`src/rtl/srsc_pkg.sv`:
```
// ============================================================================
// srsc_pkg
// Types, codes and constants shared by the sector request splitter.
// ============================================================================
`default_nettype none

package srsc_pkg;

    localparam int LIN_W       = 12;
    localparam int CYL_W       = 11;
    localparam int SEC_W       = 6;
    localparam int OFFS_W      = 10;
    localparam int SEG_W       = 11;
    localparam int OFF_W       = 22;
    localparam int LEN_W       = 13;
    localparam int TOTAL_W     = 13;
    localparam int LAST_W      = 16;
    localparam int MIN_SHIFT   = 7;
    localparam int FIFO_DEPTH  = 2;

    localparam int S_TDATA_W   = 40;
    localparam int M_TDATA_W   = 56;
    localparam int M_TUSER_W   = 3;
    localparam int PADDR_W     = 4;
    localparam int PDATA_W     = 32;

    localparam int NUM_HEADS_DEF         = 2;
    localparam int MAX_REQUEST_BYTES_DEF = 4096;

    localparam logic [1:0]         RST_SIZE_CODE = 2'd2;
    localparam logic [SEC_W-1:0]   RST_SPT       = 6'd18;
    localparam logic [TOTAL_W-1:0] RST_TOTAL     = 13'd2880;
    localparam logic [TOTAL_W-1:0] SECTOR_LIMIT  = 13'd4096;

    localparam logic [1:0] REG_SIZE_CODE = 2'd0;
    localparam logic [1:0] REG_SPT       = 2'd1;
    localparam logic [1:0] REG_TOTAL     = 2'd2;

    typedef enum logic [1:0] {
        ST_OK    = 2'd0,
        ST_RANGE = 2'd1,
        ST_EMPTY = 2'd2
    } status_t;

    typedef enum logic [1:0] {
        BK_IDLE,
        BK_DIV,
        BK_EMIT
    } back_state_t;

    typedef struct packed {
        logic [1:0]         size_code;
        logic [SEC_W-1:0]   spt;
        logic [TOTAL_W-1:0] limit;
    } cfg_t;

    typedef struct packed {
        logic              kind;
        logic [LIN_W-1:0]  first;
        logic [LIN_W-1:0]  last;
        logic [OFFS_W-1:0] offs;
        logic [LEN_W-1:0]  len;
        status_t           status;
    } req_t;

    typedef struct packed {
        logic              kind;
        logic [LIN_W-1:0]  linear;
        logic [CYL_W-1:0]  cyl;
        logic              head;
        logic [SEC_W-1:0]  sector;
        logic [OFFS_W-1:0] offs;
        logic [SEG_W-1:0]  seg;
        logic              last;
        status_t           status;
    } res_t;

endpackage

`default_nettype wire

```
`src/rtl/srsc_front.sv`:
```
// ============================================================================
// srsc_front
// Accepts requests, finds first and last sector and classifies them.
// ============================================================================
`default_nettype none

module srsc_front #(
    parameter int MAX_REQUEST_BYTES = srsc_pkg::MAX_REQUEST_BYTES_DEF
) (
    input  wire srsc_pkg::cfg_t                  cfg,
    input  wire logic                            kind,
    input  wire logic [srsc_pkg::OFF_W-1:0]      start_offset,
    input  wire logic [srsc_pkg::LEN_W-1:0]      byte_count,
    output srsc_pkg::req_t                       req
);
    import srsc_pkg::*;

    logic [OFF_W:0]    end_byte;
    logic [3:0]        shift;
    logic [LAST_W-1:0] last_sec;
    logic [OFF_W-1:0]  first_full;
    logic [OFFS_W-1:0] offs_mask;

    always_comb
    begin
        shift      = 4'(MIN_SHIFT) + 4'(cfg.size_code);
        end_byte   = (OFF_W+1)'(start_offset) + (OFF_W+1)'(byte_count) - (OFF_W+1)'(1);
        last_sec   = LAST_W'(end_byte >> shift);
        first_full = start_offset >> shift;
        offs_mask  = OFFS_W'((11'd128 << cfg.size_code) - 11'd1);

        req.kind   = kind;
        req.first  = first_full[LIN_W-1:0];
        req.last   = last_sec[LIN_W-1:0];
        req.offs   = start_offset[OFFS_W-1:0] & offs_mask;
        req.len    = byte_count;
        if (byte_count == '0)
        begin
            req.status = ST_EMPTY;
        end
        else if (byte_count > LEN_W'(MAX_REQUEST_BYTES)
                 || last_sec >= LAST_W'(cfg.limit))
        begin
            req.status = ST_RANGE;
        end
        else
        begin
            req.status = ST_OK;
        end
    end

endmodule

`default_nettype wire

```
`src/rtl/srsc_fifo.sv`:
```
// ============================================================================
// srsc_fifo
// Short request queue between the front and back parts.
// ============================================================================
`default_nettype none

module srsc_fifo (
    input  wire logic            clk,
    input  wire logic            rst_n,
    input  wire logic            push,
    input  wire srsc_pkg::req_t  wr_data,
    output logic                 full,
    input  wire logic            pop,
    output srsc_pkg::req_t       rd_data,
    output logic                 empty
);
    import srsc_pkg::*;

    localparam int PTR_W = (FIFO_DEPTH > 1) ? $clog2(FIFO_DEPTH) : 1;
    localparam int CNT_W = $clog2(FIFO_DEPTH + 1);

    req_t             mem_reg [FIFO_DEPTH];
    logic [PTR_W-1:0] wr_ptr_reg, wr_ptr_next;
    logic [PTR_W-1:0] rd_ptr_reg, rd_ptr_next;
    logic [CNT_W-1:0] count_reg, count_next;
    logic             do_push, do_pop;

    assign full    = (count_reg == CNT_W'(FIFO_DEPTH));
    assign empty   = (count_reg == '0);
    assign do_push = push && !full;
    assign do_pop  = pop && !empty;
    assign rd_data = mem_reg[rd_ptr_reg];

    always_comb
    begin
        wr_ptr_next = wr_ptr_reg;
        rd_ptr_next = rd_ptr_reg;
        count_next  = count_reg;
        if (do_push)
        begin
            wr_ptr_next = (wr_ptr_reg == PTR_W'(FIFO_DEPTH - 1)) ? '0 : wr_ptr_reg + 1'b1;
        end
        if (do_pop)
        begin
            rd_ptr_next = (rd_ptr_reg == PTR_W'(FIFO_DEPTH - 1)) ? '0 : rd_ptr_reg + 1'b1;
        end
        if (do_push && !do_pop)
        begin
            count_next = count_reg + 1'b1;
        end
        else if (do_pop && !do_push)
        begin
            count_next = count_reg - 1'b1;
        end
    end

    always_ff @(posedge clk or negedge rst_n)
    begin
        if (!rst_n)
        begin
            wr_ptr_reg <= '0;
            rd_ptr_reg <= '0;
            count_reg  <= '0;
        end
        else
        begin
            wr_ptr_reg <= wr_ptr_next;
            rd_ptr_reg <= rd_ptr_next;
            count_reg  <= count_next;
        end
    end

    always_ff @(posedge clk)
    begin
        if (do_push)
        begin
            mem_reg[wr_ptr_reg] <= wr_data;
        end
    end

endmodule

`default_nettype wire

```
`src/rtl/srsc_back.sv`:
```
// ============================================================================
// srsc_back
// Maps the first sector of an OK request to CHS by a serial divider, then
// emits one segment per cycle into the output register unless stalled.
// ============================================================================
`default_nettype none

module srsc_back #(
    parameter int NUM_HEADS = srsc_pkg::NUM_HEADS_DEF
) (
    input  wire logic            clk,
    input  wire logic            rst_n,
    input  wire srsc_pkg::cfg_t  cfg,
    input  wire srsc_pkg::req_t  req,
    input  wire logic            req_empty,
    output logic                 req_pop,
    output logic                 out_valid,
    input  wire logic            out_ready,
    output srsc_pkg::res_t       out_data
);
    import srsc_pkg::*;

    localparam int CNT_W = $clog2(LIN_W + 1);

    back_state_t       state_reg, state_next;
    logic              out_valid_reg, out_valid_next;
    res_t              out_reg, out_next;
    logic              kind_reg, kind_next;
    status_t           status_reg, status_next;
    logic [LIN_W-1:0]  cur_reg, cur_next;
    logic [LIN_W-1:0]  last_reg, last_next;
    logic [OFFS_W-1:0] offs_reg, offs_next;
    logic [LEN_W-1:0]  rem_reg, rem_next;
    logic [LIN_W-1:0]  dvd_reg, dvd_next;
    logic [SEC_W-1:0]  drem_reg, drem_next;
    logic [CNT_W-1:0]  cnt_reg, cnt_next;
    logic [CYL_W-1:0]  cyl_reg, cyl_next;
    logic              head_reg, head_next;
    logic [SEC_W-1:0]  sidx_reg, sidx_next;

    logic              out_free;
    logic [SEC_W:0]    trial;
    logic              ge;
    logic [SEG_W-1:0]  size;
    logic [SEG_W-1:0]  room;
    logic [SEG_W-1:0]  seg;
    logic              at_last;

    assign out_valid = out_valid_reg;
    assign out_data  = out_reg;
    assign out_free  = !out_valid_reg || out_ready;

    always_comb
    begin
        trial = {drem_reg, dvd_reg[LIN_W-1]};
        ge    = (trial >= (SEC_W+1)'(cfg.spt));
        size  = SEG_W'(11'd128 << cfg.size_code);
        room  = size - SEG_W'(offs_reg);
        seg   = (LEN_W'(room) > rem_reg) ? rem_reg[SEG_W-1:0] : room;
        at_last = (cur_reg == last_reg);
    end

    always_comb
    begin
        state_next     = state_reg;
        out_valid_next = out_valid_reg && !out_ready;
        out_next       = out_reg;
        kind_next      = kind_reg;
        status_next    = status_reg;
        cur_next       = cur_reg;
        last_next      = last_reg;
        offs_next      = offs_reg;
        rem_next       = rem_reg;
        dvd_next       = dvd_reg;
        drem_next      = drem_reg;
        cnt_next       = cnt_reg;
        cyl_next       = cyl_reg;
        head_next      = head_reg;
        sidx_next      = sidx_reg;
        req_pop        = 1'b0;

        unique case (state_reg)
            BK_IDLE:
            begin
                if (!req_empty)
                begin
                    req_pop     = 1'b1;
                    kind_next   = req.kind;
                    status_next = req.status;
                    cur_next    = req.first;
                    last_next   = req.last;
                    offs_next   = req.offs;
                    rem_next    = req.len;
                    dvd_next    = req.first;
                    drem_next   = '0;
                    cnt_next    = CNT_W'(LIN_W);
                    state_next  = (req.status == ST_OK) ? BK_DIV : BK_EMIT;
                end
            end
            BK_DIV:
            begin
                drem_next = ge ? SEC_W'(trial - (SEC_W+1)'(cfg.spt)) : trial[SEC_W-1:0];
                dvd_next  = {dvd_reg[LIN_W-2:0], ge};
                cnt_next  = cnt_reg - 1'b1;
                if (cnt_reg == CNT_W'(1))
                begin
                    cyl_next   = CYL_W'(dvd_next / NUM_HEADS);
                    head_next  = 1'(dvd_next % NUM_HEADS);
                    sidx_next  = drem_next;
                    state_next = BK_EMIT;
                end
            end
            BK_EMIT:
            begin
                if (out_free)
                begin
                    out_valid_next = 1'b1;
                    if (status_reg != ST_OK)
                    begin
                        out_next        = '0;
                        out_next.kind   = kind_reg;
                        out_next.last   = 1'b1;
                        out_next.status = status_reg;
                        state_next      = BK_IDLE;
                    end
                    else
                    begin
                        out_next.kind   = kind_reg;
                        out_next.linear = cur_reg;
                        out_next.cyl    = cyl_reg;
                        out_next.head   = head_reg;
                        out_next.sector = sidx_reg + 1'b1;
                        out_next.offs   = offs_reg;
                        out_next.seg    = seg;
                        out_next.last   = at_last;
                        out_next.status = ST_OK;
                        cur_next  = cur_reg + 1'b1;
                        offs_next = '0;
                        rem_next  = rem_reg - LEN_W'(seg);
                        if (sidx_reg + 1'b1 == cfg.spt)
                        begin
                            sidx_next = '0;
                            if (head_reg == 1'(NUM_HEADS - 1))
                            begin
                                head_next = 1'b0;
                                cyl_next  = cyl_reg + 1'b1;
                            end
                            else
                            begin
                                head_next = head_reg + 1'b1;
                            end
                        end
                        else
                        begin
                            sidx_next = sidx_reg + 1'b1;
                        end
                        if (at_last)
                        begin
                            state_next = BK_IDLE;
                        end
                    end
                end
            end
            default:
            begin
                state_next = BK_IDLE;
            end
        endcase
    end

    always_ff @(posedge clk or negedge rst_n)
    begin
        if (!rst_n)
        begin
            state_reg     <= BK_IDLE;
            out_valid_reg <= 1'b0;
            cnt_reg       <= '0;
        end
        else
        begin
            state_reg     <= state_next;
            out_valid_reg <= out_valid_next;
            cnt_reg       <= cnt_next;
        end
    end

    always_ff @(posedge clk)
    begin
        out_reg    <= out_next;
        kind_reg   <= kind_next;
        status_reg <= status_next;
        cur_reg    <= cur_next;
        last_reg   <= last_next;
        offs_reg   <= offs_next;
        rem_reg    <= rem_next;
        dvd_reg    <= dvd_next;
        drem_reg   <= drem_next;
        cyl_reg    <= cyl_next;
        head_reg   <= head_next;
        sidx_reg   <= sidx_next;
    end

endmodule

`default_nettype wire

```
`src/rtl/sector_request_splitter_chs.sv`:
```
// ============================================================================
// sector_request_splitter_chs
// Splits byte-addressed requests into per-sector segments with CHS mapping.
//
//   port group   dir   handshake                    payload
//   s_axis_*     in    tvalid/tready                tdata, tuser
//   m_axis_*     out   tvalid/tready                tdata, tuser, tlast
//   APB          in    psel/penable/pwrite/pready   paddr, pwdata, prdata
//
// A request is queued in the cycle it is accepted. The back part pops it
// from the queue, finds the first sector's track with the serial divider,
// then emits one segment per cycle unless the output stalls; a request
// gives at most 33 segments. Rejected and empty requests skip the divider.
// Reset clears the queue and control; registers return to their defaults.
// Output stalls hold the back part; the queue keeps accepting until full.
// ============================================================================
`default_nettype none

module sector_request_splitter_chs #(
    parameter int NUM_HEADS         = srsc_pkg::NUM_HEADS_DEF,
    parameter int MAX_REQUEST_BYTES = srsc_pkg::MAX_REQUEST_BYTES_DEF
) (
    input  wire logic                            clk,
    input  wire logic                            rst_n,
    input  wire logic                            s_axis_tvalid,
    output logic                                 s_axis_tready,
    // [21:0] start_offset, [34:22] byte_count, [39:35] zero
    input  wire logic [srsc_pkg::S_TDATA_W-1:0]  s_axis_tdata,
    // [0] func
    input  wire logic                            s_axis_tuser,
    output logic                                 m_axis_tvalid,
    input  wire logic                            m_axis_tready,
    // [11:0] linear_sector, [22:12] cylinder_num, [23] head_num,
    // [29:24] sector_num, [39:30] offset_in_sector, [50:40] segment_bytes,
    // [55:51] zero
    output logic [srsc_pkg::M_TDATA_W-1:0]       m_axis_tdata,
    // [0] kind_echo, [2:1] status
    output logic [srsc_pkg::M_TUSER_W-1:0]       m_axis_tuser,
    // last_flag
    output logic                                 m_axis_tlast,
    input  wire logic                            psel,
    input  wire logic                            penable,
    input  wire logic                            pwrite,
    input  wire logic [srsc_pkg::PADDR_W-1:0]    paddr,
    input  wire logic [srsc_pkg::PDATA_W-1:0]    pwdata,
    output logic [srsc_pkg::PDATA_W-1:0]         prdata,
    output logic                                 pready
);
    import srsc_pkg::*;

    logic [1:0]         size_code_reg;
    logic [SEC_W-1:0]   spt_reg;
    logic [TOTAL_W-1:0] total_reg;
    logic               wr_en;
    logic [1:0]         reg_idx;
    cfg_t               cfg;
    req_t               front_req;
    req_t               fifo_req;
    logic               fifo_full;
    logic               fifo_empty;
    logic               fifo_pop;
    res_t               res;

    assign pready  = 1'b1;
    assign reg_idx = paddr[3:2];
    assign wr_en   = psel && penable && pwrite && pready;

    always_ff @(posedge clk or negedge rst_n)
    begin
        if (!rst_n)
        begin
            size_code_reg <= RST_SIZE_CODE;
            spt_reg       <= RST_SPT;
            total_reg     <= RST_TOTAL;
        end
        else if (wr_en)
        begin
            unique case (reg_idx)
                REG_SIZE_CODE: size_code_reg <= pwdata[1:0];
                REG_SPT:       spt_reg       <= pwdata[SEC_W-1:0];
                REG_TOTAL:     total_reg     <= pwdata[TOTAL_W-1:0];
                default:       ;
            endcase
        end
    end

    always_comb
    begin
        unique case (reg_idx)
            REG_SIZE_CODE: prdata = PDATA_W'(size_code_reg);
            REG_SPT:       prdata = PDATA_W'(spt_reg);
            REG_TOTAL:     prdata = PDATA_W'(total_reg);
            default:       prdata = '0;
        endcase
    end

    always_comb
    begin
        cfg.size_code = size_code_reg;
        cfg.spt       = (spt_reg == '0) ? SEC_W'(1) : spt_reg;
        cfg.limit     = (total_reg > SECTOR_LIMIT) ? SECTOR_LIMIT : total_reg;
    end

    assign s_axis_tready = !fifo_full;

    srsc_front #(
        .MAX_REQUEST_BYTES (MAX_REQUEST_BYTES)
    ) u_front (
        .cfg          (cfg),
        .kind         (s_axis_tuser),
        .start_offset (s_axis_tdata[OFF_W-1:0]),
        .byte_count   (s_axis_tdata[OFF_W+LEN_W-1:OFF_W]),
        .req          (front_req)
    );

    srsc_fifo u_fifo (
        .clk     (clk),
        .rst_n   (rst_n),
        .push    (s_axis_tvalid),
        .wr_data (front_req),
        .full    (fifo_full),
        .pop     (fifo_pop),
        .rd_data (fifo_req),
        .empty   (fifo_empty)
    );

    srsc_back #(
        .NUM_HEADS (NUM_HEADS)
    ) u_back (
        .clk       (clk),
        .rst_n     (rst_n),
        .cfg       (cfg),
        .req       (fifo_req),
        .req_empty (fifo_empty),
        .req_pop   (fifo_pop),
        .out_valid (m_axis_tvalid),
        .out_ready (m_axis_tready),
        .out_data  (res)
    );

    assign m_axis_tdata = M_TDATA_W'({res.seg, res.offs, res.sector, res.head,
                                      res.cyl, res.linear});
    assign m_axis_tuser = {res.status, res.kind};
    assign m_axis_tlast = res.last;

endmodule

`default_nettype wire

```
`config.mk`:
```
export PLATFORM = sky130hd
export DESIGN_NAME = sector_request_splitter_chs
export DESIGN_NICKNAME = d
export VERILOG_FILES = /design/src/rtl/srsc_pkg.sv /design/src/rtl/srsc_front.sv /design/src/rtl/srsc_fifo.sv /design/src/rtl/srsc_back.sv /design/src/rtl/sector_request_splitter_chs.sv
export SDC_FILE = /design/constraint.sdc
export NUM_CORES = 1
export LEC_CHECK = 0
export BUFFER_PORTS_ARGS = -buffer_cell sky130_fd_sc_hd__buf_2
export CORE_ASPECT_RATIO = 0.7
export CORE_MARGIN = 2
export CORE_UTILIZATION = 51
export CTS_CLUSTER_DIAMETER = 50
export CTS_CLUSTER_SIZE = 28
export DETAILED_ROUTE_END_ITERATION = 10
export MAX_ROUTING_LAYER = met4
export PLACE_DENSITY = 0.74
export REMOVE_ABC_BUFFERS = 1
export SYNTH_ARGS = -nofsm -noshare
export SYNTH_HDL_FRONTEND = slang
export SYNTH_SLANG_ARGS = --single-unit
```
`constraint.sdc`:
```
create_clock -name clk -period 7.8 [get_ports clk]
set_input_delay 1.17 -clock clk [delete_from_list [all_inputs] [get_ports clk]]
set_output_delay 1.17 -clock clk [all_outputs]
set_load 0.03 [all_outputs]
```
; ---- Word level (Yosys, flattened, before mapping)
; Memories as Yosys holds them, arrays and structs flattened.
; Cells that the tools add are included.
[classes]
n_addsub = 16
magnitude_cmp = 5
eq_ne = 15
n_shift = 3
mux = 58
bitwise_logic = 2
n_reduce_logical = 37
[op_table]
columns = op, n
row1 = 11-bit two-way mux, 6
row2 = 13-bit two-way mux, 4
row3 = 12-bit one-hot mux with 2 select lines, 2
row4 = 6-bit two-way mux, 7
row5 = 13-bit one-hot mux with 3 select lines, 1
row6 = 12-bit two-way mux, 3
row7 = 10-bit two-way mux, 3
row8 = 13-bit greater-than comparator (second input constant), 2
row9 = 13-bit one-hot mux with 2 select lines, 1
row10 = 6-bit one-hot mux with 2 select lines, 2
row11 = 22-bit by 13-bit adder with 23-bit output, 1
row12 = 23-bit by 4-bit right shift with 16-bit output, 1
row13 = 23-bit by 1-bit subtractor with 23-bit output (second input constant), 1
row14 = 11-bit one-hot mux with 2 select lines, 1
row15 = 22-bit by 4-bit right shift with 12-bit output, 1
row16 = 10-bit one-hot mux with 2 select lines, 1
row17 = 2-bit two-way mux, 9
row18 = 16-bit by 13-bit >= comparator with 1-bit output, 1
row19 = 1-bit two-way mux, 14
row20 = 11-bit by 13-bit greater-than comparator with 1-bit output, 1
row21 = 13-bit logical NOT, 1
row22 = 13-bit by 11-bit subtractor with 13-bit output, 1
row23 = 12-bit by 1-bit adder with 12-bit output (second input constant), 1
row24 = 12-bit equality test, 1
row25 = other kinds (35), 70
[totals]
regBits = 173
ramBits = 100
in_bits = 84
out_inout_bits = 95
wordCells = 166
n_memories = 1
[memory_table]
columns = memory, depth, width, rd, rd_ports_with_merged_regs, wr, line
row1 = u_fifo.mem_reg, 2, 50, 1, 0, 1, srsc_fifo.sv:22  ; req_t mem_reg [FIFO_DEPTH];

; ---- Depth between registers and ports, before layout
; Gate-level depths: netlist (run 1).
[logic_depth]
word_depth = 8
depth_mapped = 25
ltp_nobuf = 23

; ---- Hierarchy
; Synthesis (run 1) repeated with hierarchy kept, for this count alone.
[unflattened]
cells_unflattened = 1367
area_unflattened_um2 = 15703.8
[by_module_without_submodules]
columns = module, instances, cells_each, area_each_um2, seq_area_each_um2
row1 = srsc_back, 1, 748, 7981.4, 4409.2
row2 = srsc_fifo, 1, 175, 4057.6, 3103.0
row3 = srsc_front, 1, 326, 2364.8, 0.0
row4 = sector_request_splitter_chs, 1, 118, 1300.0, 534.3

; ---- Least setup slack after synthesis (run 1)
; OpenSTA, ideal clock, no wires.
[synth_timing]
path_type = input-to-reg
from = input port m_axis_tready
to = register u_back.cur_reg[0] (enable)
setup_ns = 0.481
arrival_time_ns = 5.438
t_required_ns = 7.319
setup_slack_ns = 1.881
path_stages = 4
n_path_buf = 0
path_cell_list = nand2b_1 > and2_1 > nand2_1 > a21boi_0
[synth_between]
elab_chain_cells = 3
[synth_lines]
columns = item, line
row1 = "start, declared", sector_request_splitter_chs.sv:32  ; input wire logic m_axis_tready,
row2 = 1-bit logical OR, srsc_back.sv:51  ; assign out_free = !out_valid_reg || out_ready;
row3 = 2-bit by 1-bit inequality test with 1-bit output (no line), --
row4 = 4-bit AND reduction (no line), --
row5 = "end signal, assigned", srsc_back.sv:192  ; cur_reg <= cur_next;
row6 = "end, declared", srsc_back.sv:30  ; logic [LIN_W-1:0] cur_reg, cur_next;
; No other way between the ends.
; A chain may end at the register's enable or synchronous reset.

; ---- Final worst setup path (run 1)
[layout_timing]
from = register size_code_reg[0]
to = register u_back.rem_reg[10], data pin
[layout_between]
elab_chain_cells = 8
[layout_lines]
columns = item, line
row1 = "start, declared", sector_request_splitter_chs.sv:51  ; logic [1:0] size_code_reg;
row2 = "start signal, assigned", sector_request_splitter_chs.sv:79  ; REG_SIZE_CODE: size_code_reg <= pwdata[1:0];
row3 = 8-bit by 2-bit left shift with 11-bit output *, srsc_back.sv:57  ; size = SEG_W'(11'd128 << cfg.size_code);
row4 = 11-bit by 10-bit subtractor with 11-bit output *, srsc_back.sv:58  ; room = size - SEG_W'(offs_reg);
row5 = 11-bit by 13-bit greater-than comparator with 1-bit output, srsc_back.sv:59  ; seg = (LEN_W'(room) > rem_reg) ? rem_reg[SEG_W-1:0] : room;
row6 = 11-bit two-way mux *, srsc_back.sv:59
row7 = net u_back.seg[0], srsc_back.sv:46  ; logic [SEG_W-1:0] seg;
row8 = 13-bit by 11-bit subtractor with 13-bit output *, srsc_back.sv:139  ; rem_next = rem_reg - LEN_W'(seg);
row9 = 13-bit two-way mux *, srsc_back.sv:118  ; if (status_reg != ST_OK)
row10 = 13-bit two-way mux *, srsc_back.sv:115  ; if (out_free)
row11 = 13-bit one-hot mux with 2 select lines *, srsc_back.sv:82  ; unique case (state_reg)
row12 = net u_back.rem_next[10], srsc_back.sv:33  ; logic [LEN_W-1:0] rem_reg, rem_next;
row13 = "end signal, assigned", srsc_back.sv:195  ; rem_reg <= rem_next;
row14 = "end, declared", srsc_back.sv:33
; Mark *: on every way through the listed nets, which the timed path passes. The rest lies on a longest branch. The select of a mux whose other input is x is not followed.

==> impl_metrics.ini, run 1 <==
[run_status]
status = finished, final reports clean

[pwr]
power.density_mw_per_mm2 = 435.0
p_switching_mw = 2.992
power.internal_mw = 4.344
pwr-share-comb = 0.455
p_seq_frac = 0.365
swShare = 0.4079
power_leakage_nw = 6.729
pwr-share-clk = 0.179
irDropWorstVdd_mv = 0.2516

[layout]
most-common-layout-cells = edfxtp_1 (241), buf_2 (127), nor2_1 (105), inv_1 (102), ha_1 (86)
final_cell_area_sq_mm = 0.01686
area_delta_synth_final_pct = 12.40
largest_register_ffs = 100
drive_gt1_frac = 0.2093
nNetsFinal = 1560
layout_commonest_cell = edfxtp_1
fin_cells = 1784

[clock_network]
cts_tree = done
cts_max_path_buffers = 3
worstSkewPairLatency_ns = 0.54
cts.clk_slew.worst_paths_ns = 0.10
post_cts_resized = 0
cts_sinks = 273
post_cts_buffers = 0
cts_hold_buf = 0
h-tree-depth = 1
numCtsBuffers = 24
clock-root-buffer = clkbuf_16

[setup_path]
regToRegStartpoint = size_code_reg[0]
worstSetupEndpointType = register
critPathMaxStageDelay_ns = 0.44
reg2reg_depth = 25
start_kind = register
required_ns = 8.11
critPathArrivalTime_ns = 6.69
crit_slowest_cell = dfrtp_1
r2r_setup_slack_ns = 1.41
crit_fanout = 29
reg2reg_to = u_back.rem_reg[10]
worstSetupPathType = register to register

[sta]
clock.fmax_mhz = 156.6
fin_crit_ns = 6.385
tns_ns = 0
setup_viol = 0
worst_slew_pin_slew_ns = 1.164
maxSlewHeadroom = 0.2170
hold_viol = 0
rsz0062_at_grt = false
final_max_slew_viol_count = 0
clock_skew_ns = 0.01533
timing.final.crit_share = 0.8186
holdWs_ns = 0.4234

[min_path]
holdPathStages = 0
hold_path.startpoint = u_back.kind_reg
min_to = u_back.out_data[54]
hp-class = register to register

[route]
postRouteAntennaNets = 0
drt_iter0_markers = 792
routedWlPerCell_microns = 18.04
wl_microns = 32190
post-route-drc-count = 0
viasPerCell = 5.548
drt-pass1-iter-count = 5
num_vias = 9897

[synthesis]
synth.avg_cell_area_sq_um = 11.85
synth_cells = 1266
synth_edf_count = 241
synth_fa_ha_area_frac = 0.07588
syn_area_sq_mm = 0.01500
ys_top_cells_by_area = edfxtp_1 (48%), ha_1 (7.3%), mux2_2 (4.6%)
seq_area_frac_synth = 0.5363
synthDominantCellAreaShare = 0.4823
synthMuxAreaShare = 0.09923
async_reset_ff_frac = 0.1172
ys_ff_latch = 273
synth_xor_area_frac = 0.04378
synth-compound-area-share = 0.08798
synth-simple-area-share = 0.1060
synth_top_family_by_area = simple AND/OR/NAND/NOR gates
synth_top_cell_by_area = edfxtp_1
post_synth_num_cell_types = 76
synth_flop_cell = edfxtp_1
synth-warning-count = 0

[placed_design]
gp_congestion = 0.9092
dpl.cell_count = 1739
io_buffers = 127
dp_hpwl_microns = 23730
placed_cell_area_sq_mm = 0.01595

[floorplanning]
core_sq_mm = 0.02895
initial_core_util = 0.5182
ios = 179
die_w_microns = 209.0
design.die.area_sq_mm = 0.03083
die_h_microns = 147.5
rows = 52

[grt]
antenna_found_initial = 1
grt_pass1_vias = 9430
grt_use_total = 0.2161
grt_overflow = 0
grt_pass1_wl_microns = 51230
grt_max_degree = 95

[flow_run]
cap_violations = 0
[cell usage after synthesis, types with 4 or more instances]
cell type  count
a21o_1         8
o22ai_1        8
mux2i_1       46
dfstp_2        7
and3_1        11
or3_1          5
o211ai_1       8
dfrtp_1       25
nor2_1       107
a221oi_1       4
o21ai_0       45
a21oi_1       68
nor3_1        14
mux4_2        14
nor4_1         5
inv_1        102
nor2b_1       16
a22o_1         4
edfxtp_1     241
a211oi_1      12
o21ai_1        4
mux2_2        61
clkbuf_1      26
buf_4         26
nand2b_1       7
ha_1          87
o21a_1         7
nand2_1       65
nand4_1        7
a21boi_0       6
xor2_1        25
xnor2_1       50
and2_1        42
nand3_1       32
buf_1         11
[per-layer routing]
layer  global-route usage  up-vias  share of wire
met5                    -        -              0
met4              0.04464        0          0.017
met3              0.02486       40          0.065
met2               0.3042      318           0.43
met1               0.3367     4759           0.49
li1                     -     4780              -
[critical path, delay by kind of cell (launching register included)]
family,cells,cell delay [ns]
xor+xnor,1,0.11
mux,1,0.24
buf+inv,5,1.12
flops,1,0.44
fa+ha+maj,4,1.27
compound gates,13,2.60
simple gates,1,0.35
[how the worst max path moves through the flow]
stage / startpoint / end / slack [ns] / cells past startpoint
after global routing: size_code_reg[0] / u_back.rem_reg[10] / 0.96 / 25
after detailed placement: size_code_reg[0] / u_back.rem_reg[10] / 1.46 / 25
after CTS: size_code_reg[0] / u_back.rem_reg[10] / 1.44 / 25
after global placement: size_code_reg[0] / u_back.rem_reg[10] / 1.66 / 25
after floorplan: u_back.state_reg[0] / u_back.cur_reg[0] / 0.93 / 5
final: size_code_reg[0] / u_back.rem_reg[10] / 1.41 / 25
[power by group through the flow]
stage	logic, mW	registers (mW)	clock network (mW)
4_1_cts	3.33	2.68	1.34
3_3_place_gp	3.19	2.69	0
2_1_floorplan	2.18	2.93	0
3_5_place_dp	3.30	2.71	0
6_report	3.34	2.68	1.32
5_1_grt	3.68	2.74	1.40
[per-stage QoR]
stage	power [mW]	utilization	setup slack, ns
after floorplan	5.109	-	0.9277
after global placement	5.885	0.5510	1.656
after detailed placement	6.007	0.5510	1.460
after CTS	7.355	0.5824	1.443
after global routing	7.824	0.5825	0.9561
final	7.336	0.5825	1.415
[kinds of logic after synthesis]
kind of cell	count (synthesis)
and+or+nand+nor	327
DFF	273
AOI/OAI and AO/OA	207
buffers and inverters	170
muxes	122
adders and majority gates	90
xor gates and xnor gates	75
other	2
[cell type report]
| class | count | area (sq um) |
|---|---|---|
| Antenna cell | 1 | 2.502 |
| Tap cell | 378 | 473.0 |
| Sequential cell | 273 | 8048 |
| Multi-Input combinational cell | 846 | 6320 |
| Timing Repair Buffer | 139 | 725.7 |
| Clock buffer | 25 | 614.3 |
| Clock inverter | 19 | 295.3 |
| Fill cell | 2319 | 12090 |
| Inverter | 103 | 386.6 |
Note: power is estimated with default switching activity, not from simulation.
==> inputs of run 2 (changes only) <==
--- a/config.mk
+++ b/config.mk
@@ -5,6 +5,7 @@
 export SDC_FILE = /design/constraint.sdc
 export NUM_CORES = 1
 export LEC_CHECK = 0
+export ABC_AREA = 1
 export BUFFER_PORTS_ARGS = -buffer_cell sky130_fd_sc_hd__buf_2
 export CORE_ASPECT_RATIO = 0.7
 export CORE_MARGIN = 2
==> constraint.sdc (replaced) <==
create_clock -name clk -period 6.2 [get_ports clk]
set_input_delay 0.93 -clock clk [delete_from_list [all_inputs] [get_ports clk]]
set_output_delay 0.93 -clock clk [all_outputs]
set_load 0.03 [all_outputs]
==> run 2 against run 1 <==
Net effect: global-route usage is 2.7 points higher; clock power up 21%; combinational power up 50%; largest cell class unchanged.
==> impl_metrics.ini, run 2 <==
[pwr]
swShare = 0.4552
p_switching_mw = 4.623
irDropWorstVdd_mv = 0.2919
p_seq_frac = 0.348
pwr-share-clk = 0.158
power.density_mw_per_mm2 = 595.1
power_leakage_nw = 7.542
power.total_mw = 10.16
power.internal_mw = 5.534
pwr-share-comb = 0.494

[layout]
largest_register_ffs = 100
area_delta_synth_final_pct = 12.07
utilization = 0.5855
layout_commonest_cell = nand2_1
nNetsFinal = 1920
final_cell_area_sq_mm = 0.01707
drive_gt1_frac = 0.1467
most-common-layout-cells = nand2_1 (315), edfxtp_1 (241), inv_1 (213), nor2_1 (175), buf_2 (127)

[run_status]
status = finished, final reports clean

[setup_path]
worstSetupPathType = register to register
critPathArrivalTime_ns = 5.85
required_ns = 6.57
reg2reg_to = u_back.rem_reg[9]
start_kind = register
crit_fanout = 22
regToRegStartpoint = size_code_reg[1]
reg2reg_depth = 25
worstSetupEndpointType = register
r2r_setup_slack_ns = 0.72

[clock_network]
cts_sinks = 273
clock-root-buffer = clkbuf_16
cts_tree = done
numCtsBuffers = 25
post_cts_buffers = 0
cts_max_path_buffers = 3
cts_hold_buf = 0
cts.clk_slew.worst_paths_ns = 0.08
worstSkewPairLatency_ns = 0.53
h-tree-depth = 1
post_cts_resized = 0

[sta]
holdWs_ns = 0.4466
rsz0062_at_grt = false
setup_viol = 0
maxSlewHeadroom = 0.2231
hold_viol = 0
timing.final.crit_share = 0.8838
tns_ns = 0
clock_skew_ns = 0.01705
worst_slew_pin_slew_ns = 1.165
final_max_slew_viol_count = 0
clock.fmax_mhz = 182.5
fin_crit_ns = 5.480

[synthesis]
synth_flop_cell = edfxtp_1
synth.most_common_cell = nand2_1
async_reset_ff_frac = 0.1172
synth_top_cell_by_area = edfxtp_1
synth_edf_count = 241
synth.avg_cell_area_sq_um = 9.354
ys_ff_latch = 273
ys_top_cells_by_area = edfxtp_1 (48%), nand2_1 (7.8%), ha_1 (7.1%)
synth_cells = 1628
post_synth_num_cell_types = 55
syn_area_sq_mm = 0.01523
synth_common_cells = nand2_1 (315), edfxtp_1 (241), inv_1 (213), nor2_1 (178), o21ai_0 (99)
synth-warning-count = 0
seq_area_frac_synth = 0.5284
synthDominantCellAreaShare = 0.4752

[min_path]
hp-class = primary input to async pin

[grt]
antenna_found_initial = 0
grt_pass1_vias = 10630
grt_pass1_wl_microns = 57650
grt_use_total = 0.2433
grt_overflow = 0
grt_max_degree = 53

[floorplanning]
rows = 52
initial_core_util = 0.5225
die_h_microns = 148.6
core_sq_mm = 0.02915
design.die.area_sq_mm = 0.03128
ios = 179
die_w_microns = 210.5

[route]
viasPerCell = 5.343
post-route-drc-count = 0
routedWlPerCell_microns = 17.20
postRouteAntennaNets = 0
num_vias = 11460
drt_iter0_markers = 1071
drt-pass1-iter-count = 5
wl_microns = 36890

[placed_design]
placed_cell_area_sq_mm = 0.01618
io_buffers = 127
dp_hpwl_microns = 27860
gp_congestion = 0.9270

[flow_run]
cap_violations = 0
## run 2: changes by cell type after synthesis, sizes merged, moves of 29 or more
cell   delta
nor2     +79
o21ai    +80
nand3    +45
inv     +123
xnor2    -32
nand2   +254
and2     -45
mux2     -61
mux2i    -29
## run 2: cell type report
type                       count  area, sq um
clock inverter                20        232.7
sequential                   273         8048
inverter                     228        855.8
multi-input combinational   1077         6066
antenna                        2        5.005
timing repair buffer         142        760.7
clock buffer                  25        625.6
fill                        2523        12080
tap                          378        473.0
## run 2: through the flow
| stage | cells | setup slack (ns) |
|---|---|---|
| after global placement | 2097 | 0.9463 |
| final | 2145 | 0.7204 |
| after global routing | 2143 | 0.4084 |
| after floorplan | 1578 | 0.6648 |
| after CTS | 2142 | 0.8082 |
| after detailed placement | 2097 | 0.8240 |
## run 2: layer usage
layer	GRT usage	wire [microns]	up-vias	share of wire
li1	-	-	5690	-
met5	-	0	-	0
met2	0.3299	14890	377	0.40
met4	0.03803	506	0	0.014
met1	0.3826	18530	5357	0.50
met3	0.04540	2963	37	0.080
## run 2: cell families (layout without fill, tap and decap cells)
group	after synthesis	count (layout)	synth area share
AO/OA/AOI/OAI	261	261	0.09983
XOR/XNOR	46	46	0.02646
adder cells (fa/ha/maj)	89	89	0.07411
buffers and inverters	301	415	0.08167
flip-flops	273	273	0.5284
multiplexers	17	17	0.01117
other	2	27	0.0004932
AND/OR/NAND/NOR	639	639	0.1779
## run 2: how the worst max path moves through the flow
stage                                   start                 end  slack [ns]  depth (start not counted)
after detailed placement     size_code_reg[1]   u_back.rem_reg[9]        0.82                         27
after CTS                    size_code_reg[1]   u_back.rem_reg[9]        0.81                         27
after global placement       size_code_reg[1]  u_back.rem_reg[10]        0.95                         28
final                        size_code_reg[1]   u_back.rem_reg[9]        0.72                         25
after floorplan           u_back.state_reg[0]   u_back.cur_reg[0]        0.66                          4
after global routing         size_code_reg[1]  u_back.rem_reg[10]        0.41                         26
## run 2: worst max-delay path, stage by stage (launching register included)
cell and delay [ns]:
dfstp_2 0.40, buf_4 0.21, nor2_1 0.47, ha_1 0.36, a21oi_1 0.15, o21bai_1 0.08, xor2_1 0.22, inv_1 0.07
ha_1 0.31, nand4_1 0.10, or4_1 0.40, nand2_1 0.34, buf_4 0.28, nor2_1 0.07, a21oi_2 0.17, ha_1 0.31
a21oi_1 0.18, nand2_1 0.12, nand2_1 0.11, nand2_1 0.05, a21oi_1 0.22, o21ai_1 0.14, a31oi_1 0.21, xor2_1 0.17
nand2_1 0.07, o21ai_1 0.10
## run 2: power by group through the flow
| stage | combinational [mW] | clock [mW] | sequential [mW] |
|---|---|---|---|
| after floorplan | 3.12 | 0 | 3.88 |
| after global routing | 5.55 | 1.70 | 3.61 |
| after global placement | 4.81 | 0 | 3.54 |
| after detailed placement | 4.92 | 0 | 3.57 |
| final | 5.02 | 1.60 | 3.54 |
| after CTS | 4.95 | 1.62 | 3.53 |
==> inputs of run 3 (changes only) <==
--- a/config.mk
+++ b/config.mk
@@ -15,7 +15,6 @@
 export DETAILED_ROUTE_END_ITERATION = 10
 export MAX_ROUTING_LAYER = met4
 export PLACE_DENSITY = 0.74
-export REMOVE_ABC_BUFFERS = 1
 export SYNTH_ARGS = -nofsm -noshare
 export SYNTH_HDL_FRONTEND = slang
 export SYNTH_SLANG_ARGS = --single-unit
==> constraint.sdc (replaced) <==
create_clock -name clk -period 6.2 [get_ports clk]
set_input_delay 0.62 -clock clk [delete_from_list [all_inputs] [get_ports clk]]
set_output_delay 0.62 -clock clk [all_outputs]
set_load 0.03 [all_outputs]
==> run 3 against run 2 <==
Net effect: global-route usage shrank 0.67 points; final cell count shrank 0.14%; flip-flop and latch count is the same; total power shrank 2.1%; clock power shrank 6%; combinational power shrank 2%; register-to-register slack gained 0.20 ns; non-clock buffer count is the same; utilization shrank 0.32 points; highest routed layer unchanged.
==> impl_metrics.ini, run 3 (synthesis gave the netlist of run 2 again) <==
[placed_design]
gp_congestion = 0.9545
dp_hpwl_microns = 27250
io_buffers = 127
placed_cell_area_sq_mm = 0.01619

[layout]
n_fill_cell = 2511
largest_register_ffs = 100
diodes = 0
area_delta_synth_final_pct = 11.45
final_cell_area_sq_mm = 0.01697
drive_gt1_frac = 0.1429
most-common-layout-cells = nand2_1 (315), edfxtp_1 (241), inv_1 (213), nor2_1 (175), buf_2 (127)
nNetsFinal = 1919
layout_commonest_cell = nand2_1

[clock_network]
cts_sinks = 273
numCtsBuffers = 24
post_cts_resized = 0
h-tree-depth = 1
cts_tree = done
post_cts_buffers = 0
clock-root-buffer = clkbuf_16
cts_hold_buf = 0
worstSkewPairLatency_ns = 0.54
cts_max_path_buffers = 3
cts.clk_slew.worst_paths_ns = 0.08

[floorplanning]
core_sq_mm = 0.02915
rows = 52
ios = 179
design.die.area_sq_mm = 0.03128
die_h_microns = 148.6
initial_core_util = 0.5225
die_w_microns = 210.5

[setup_path]
critPathArrivalTime_ns = 5.68
worstSetupPathType = register to register
start_kind = register
cp.buffers_inverters = 3
crit_family = simple AND/OR/NAND/NOR gates
worstSetupEndpointType = register
required_ns = 6.59
critPathMaxStageDelay_ns = 0.52
crit_slowest_cell = nor2_1
cp_common_cell = nand2_1
crit_fanout = 15

[route]
drt-pass1-iter-count = 6
postRouteAntennaNets = 0
wl_microns = 36130
routedWlPerCell_microns = 16.87
post-route-drc-count = 0
num_vias = 11490
viasPerCell = 5.363
drt_iter0_markers = 1134

[sta]
clock_skew_ns = 0.01518
maxSlewHeadroom = 0.2358
fin_crit_ns = 5.284
timing.final.crit_share = 0.8523
clock.fmax_mhz = 189.2
setup_viol = 0
tns_ns = 0
worst_slew_pin_slew_ns = 1.145
final_max_slew_viol_count = 0
hold_viol = 0
rsz0062_at_grt = false

[grt]
grt_pass1_wl_microns = 56540
grt_pass1_vias = 10520
grt_max_degree = 56
grt_overflow = 0
grt_use_total = 0.2367
antenna_found_initial = 0

[pwr]
irDropWorstVdd_mv = 0.2688
power_leakage_nw = 7.500
power.density_mw_per_mm2 = 585.7

[min_path]
hp-class = primary input to async pin

[run_status]
status = finished, final reports clean

[flow_run]
cap_violations = 0
run 3: changes by cell type in the layout (fill, tap and decap cells not counted), moves of 2 or more:
| cell | delta |
|---|---|
| clkbuf_1 | +3 |
| clkinv_8 | -2 |
| inv_8 | -3 |
| diode_2 | -2 |
run 3: area by class of cell:
type	instances	area (sq um)	area share
well taps	378	473.0	0.02787
inverters	228	855.8	0.05042
clock buffers	28	625.6	0.03686
clock inverters	16	161.4	0.009510
flip-flops and latches	273	8046	0.4741
repair buffers	142	748.2	0.04408
multi-input cells	1077	6062	0.3572
run 3: metrics by stage:
| stage | utilization | total power, mW | instances | setup slack, ns | hold slack [ns] |
|---|---|---|---|---|---|
| 2_1_floorplan | - | 7.092 | 1651 | 1.640 | 0.3244 |
| 3_3_place_gp | 0.5553 | 8.254 | 2098 | 1.076 | 0.4077 |
| 3_5_place_dp | 0.5553 | 8.412 | 2098 | 0.8969 | 0.4093 |
| 4_1_cts | 0.5823 | 9.930 | 2142 | 0.8799 | 0.1710 |
| 5_1_grt | 0.5823 | 10.68 | 2142 | 0.3602 | 0.2012 |
| 6_report | 0.5823 | 9.941 | 2142 | 0.9156 | 0.1564 |
run 3: where the power goes:
part / switching (mW) / leakage [nW] / internal, mW
Clock: 0.708 / 0.375 / 0.792
Sequential: 0.393 / 2.67 / 3.14
Combinational: 3.36 / 4.45 / 1.55
Total: 4.46 / 7.50 / 5.48
run 3: worst reg2reg max path, cell delays in order, from the launching register on:
cell and delay, ns:
dfrtp_1 0.38, inv_1 0.22, nor2_1 0.52, ha_1 0.36
a21oi_1 0.16, o21bai_1 0.09, xor2_1 0.20, inv_1 0.08
ha_1 0.32, nand2_1 0.06, nor3_1 0.20, nand3_1 0.12
o311ai_1 0.08, nand2_1 0.22, o21ai_0 0.37, ha_1 0.22
inv_1 0.06, fa_1 0.41, nand3_1 0.09, nand3_1 0.14
a21oi_1 0.19, or2_1 0.14, nand2_1 0.05, a21oi_1 0.15
xor2_1 0.17, nand2_1 0.07, o21ai_1 0.08
run 3: worst paths after layout:
check | cells after the start | end | slack (ns) | startpoint
max reg2reg | 26 | u_back.rem_reg[10] | 0.92 | size_code_reg[0]
max | 26 | u_back.rem_reg[10] | 0.92 | size_code_reg[0]
min reg2reg | 0 | u_back.out_data[54] | 0.43 | u_back.kind_reg
min in group clk | 1 | u_fifo.mem_reg[1][49] | 0.28 | s_axis_tuser
min | 1 | u_back.state_reg[0] | 0.16 | rst_n
max in group asynchronous | 1 | total_reg[7] | 5.53 | rst_n
run 3: metal layers:
metal | wire, microns | vias to the layer above | track usage | share of wire
li1 | - | 5673 | - | -
met1 | 18270 | 5378 | 0.3708 | 0.51
met2 | 14730 | 389 | 0.3261 | 0.41
met3 | 2469 | 48 | 0.03083 | 0.068
met4 | 660 | 0 | 0.05106 | 0.018
met5 | 0 | - | - | 0
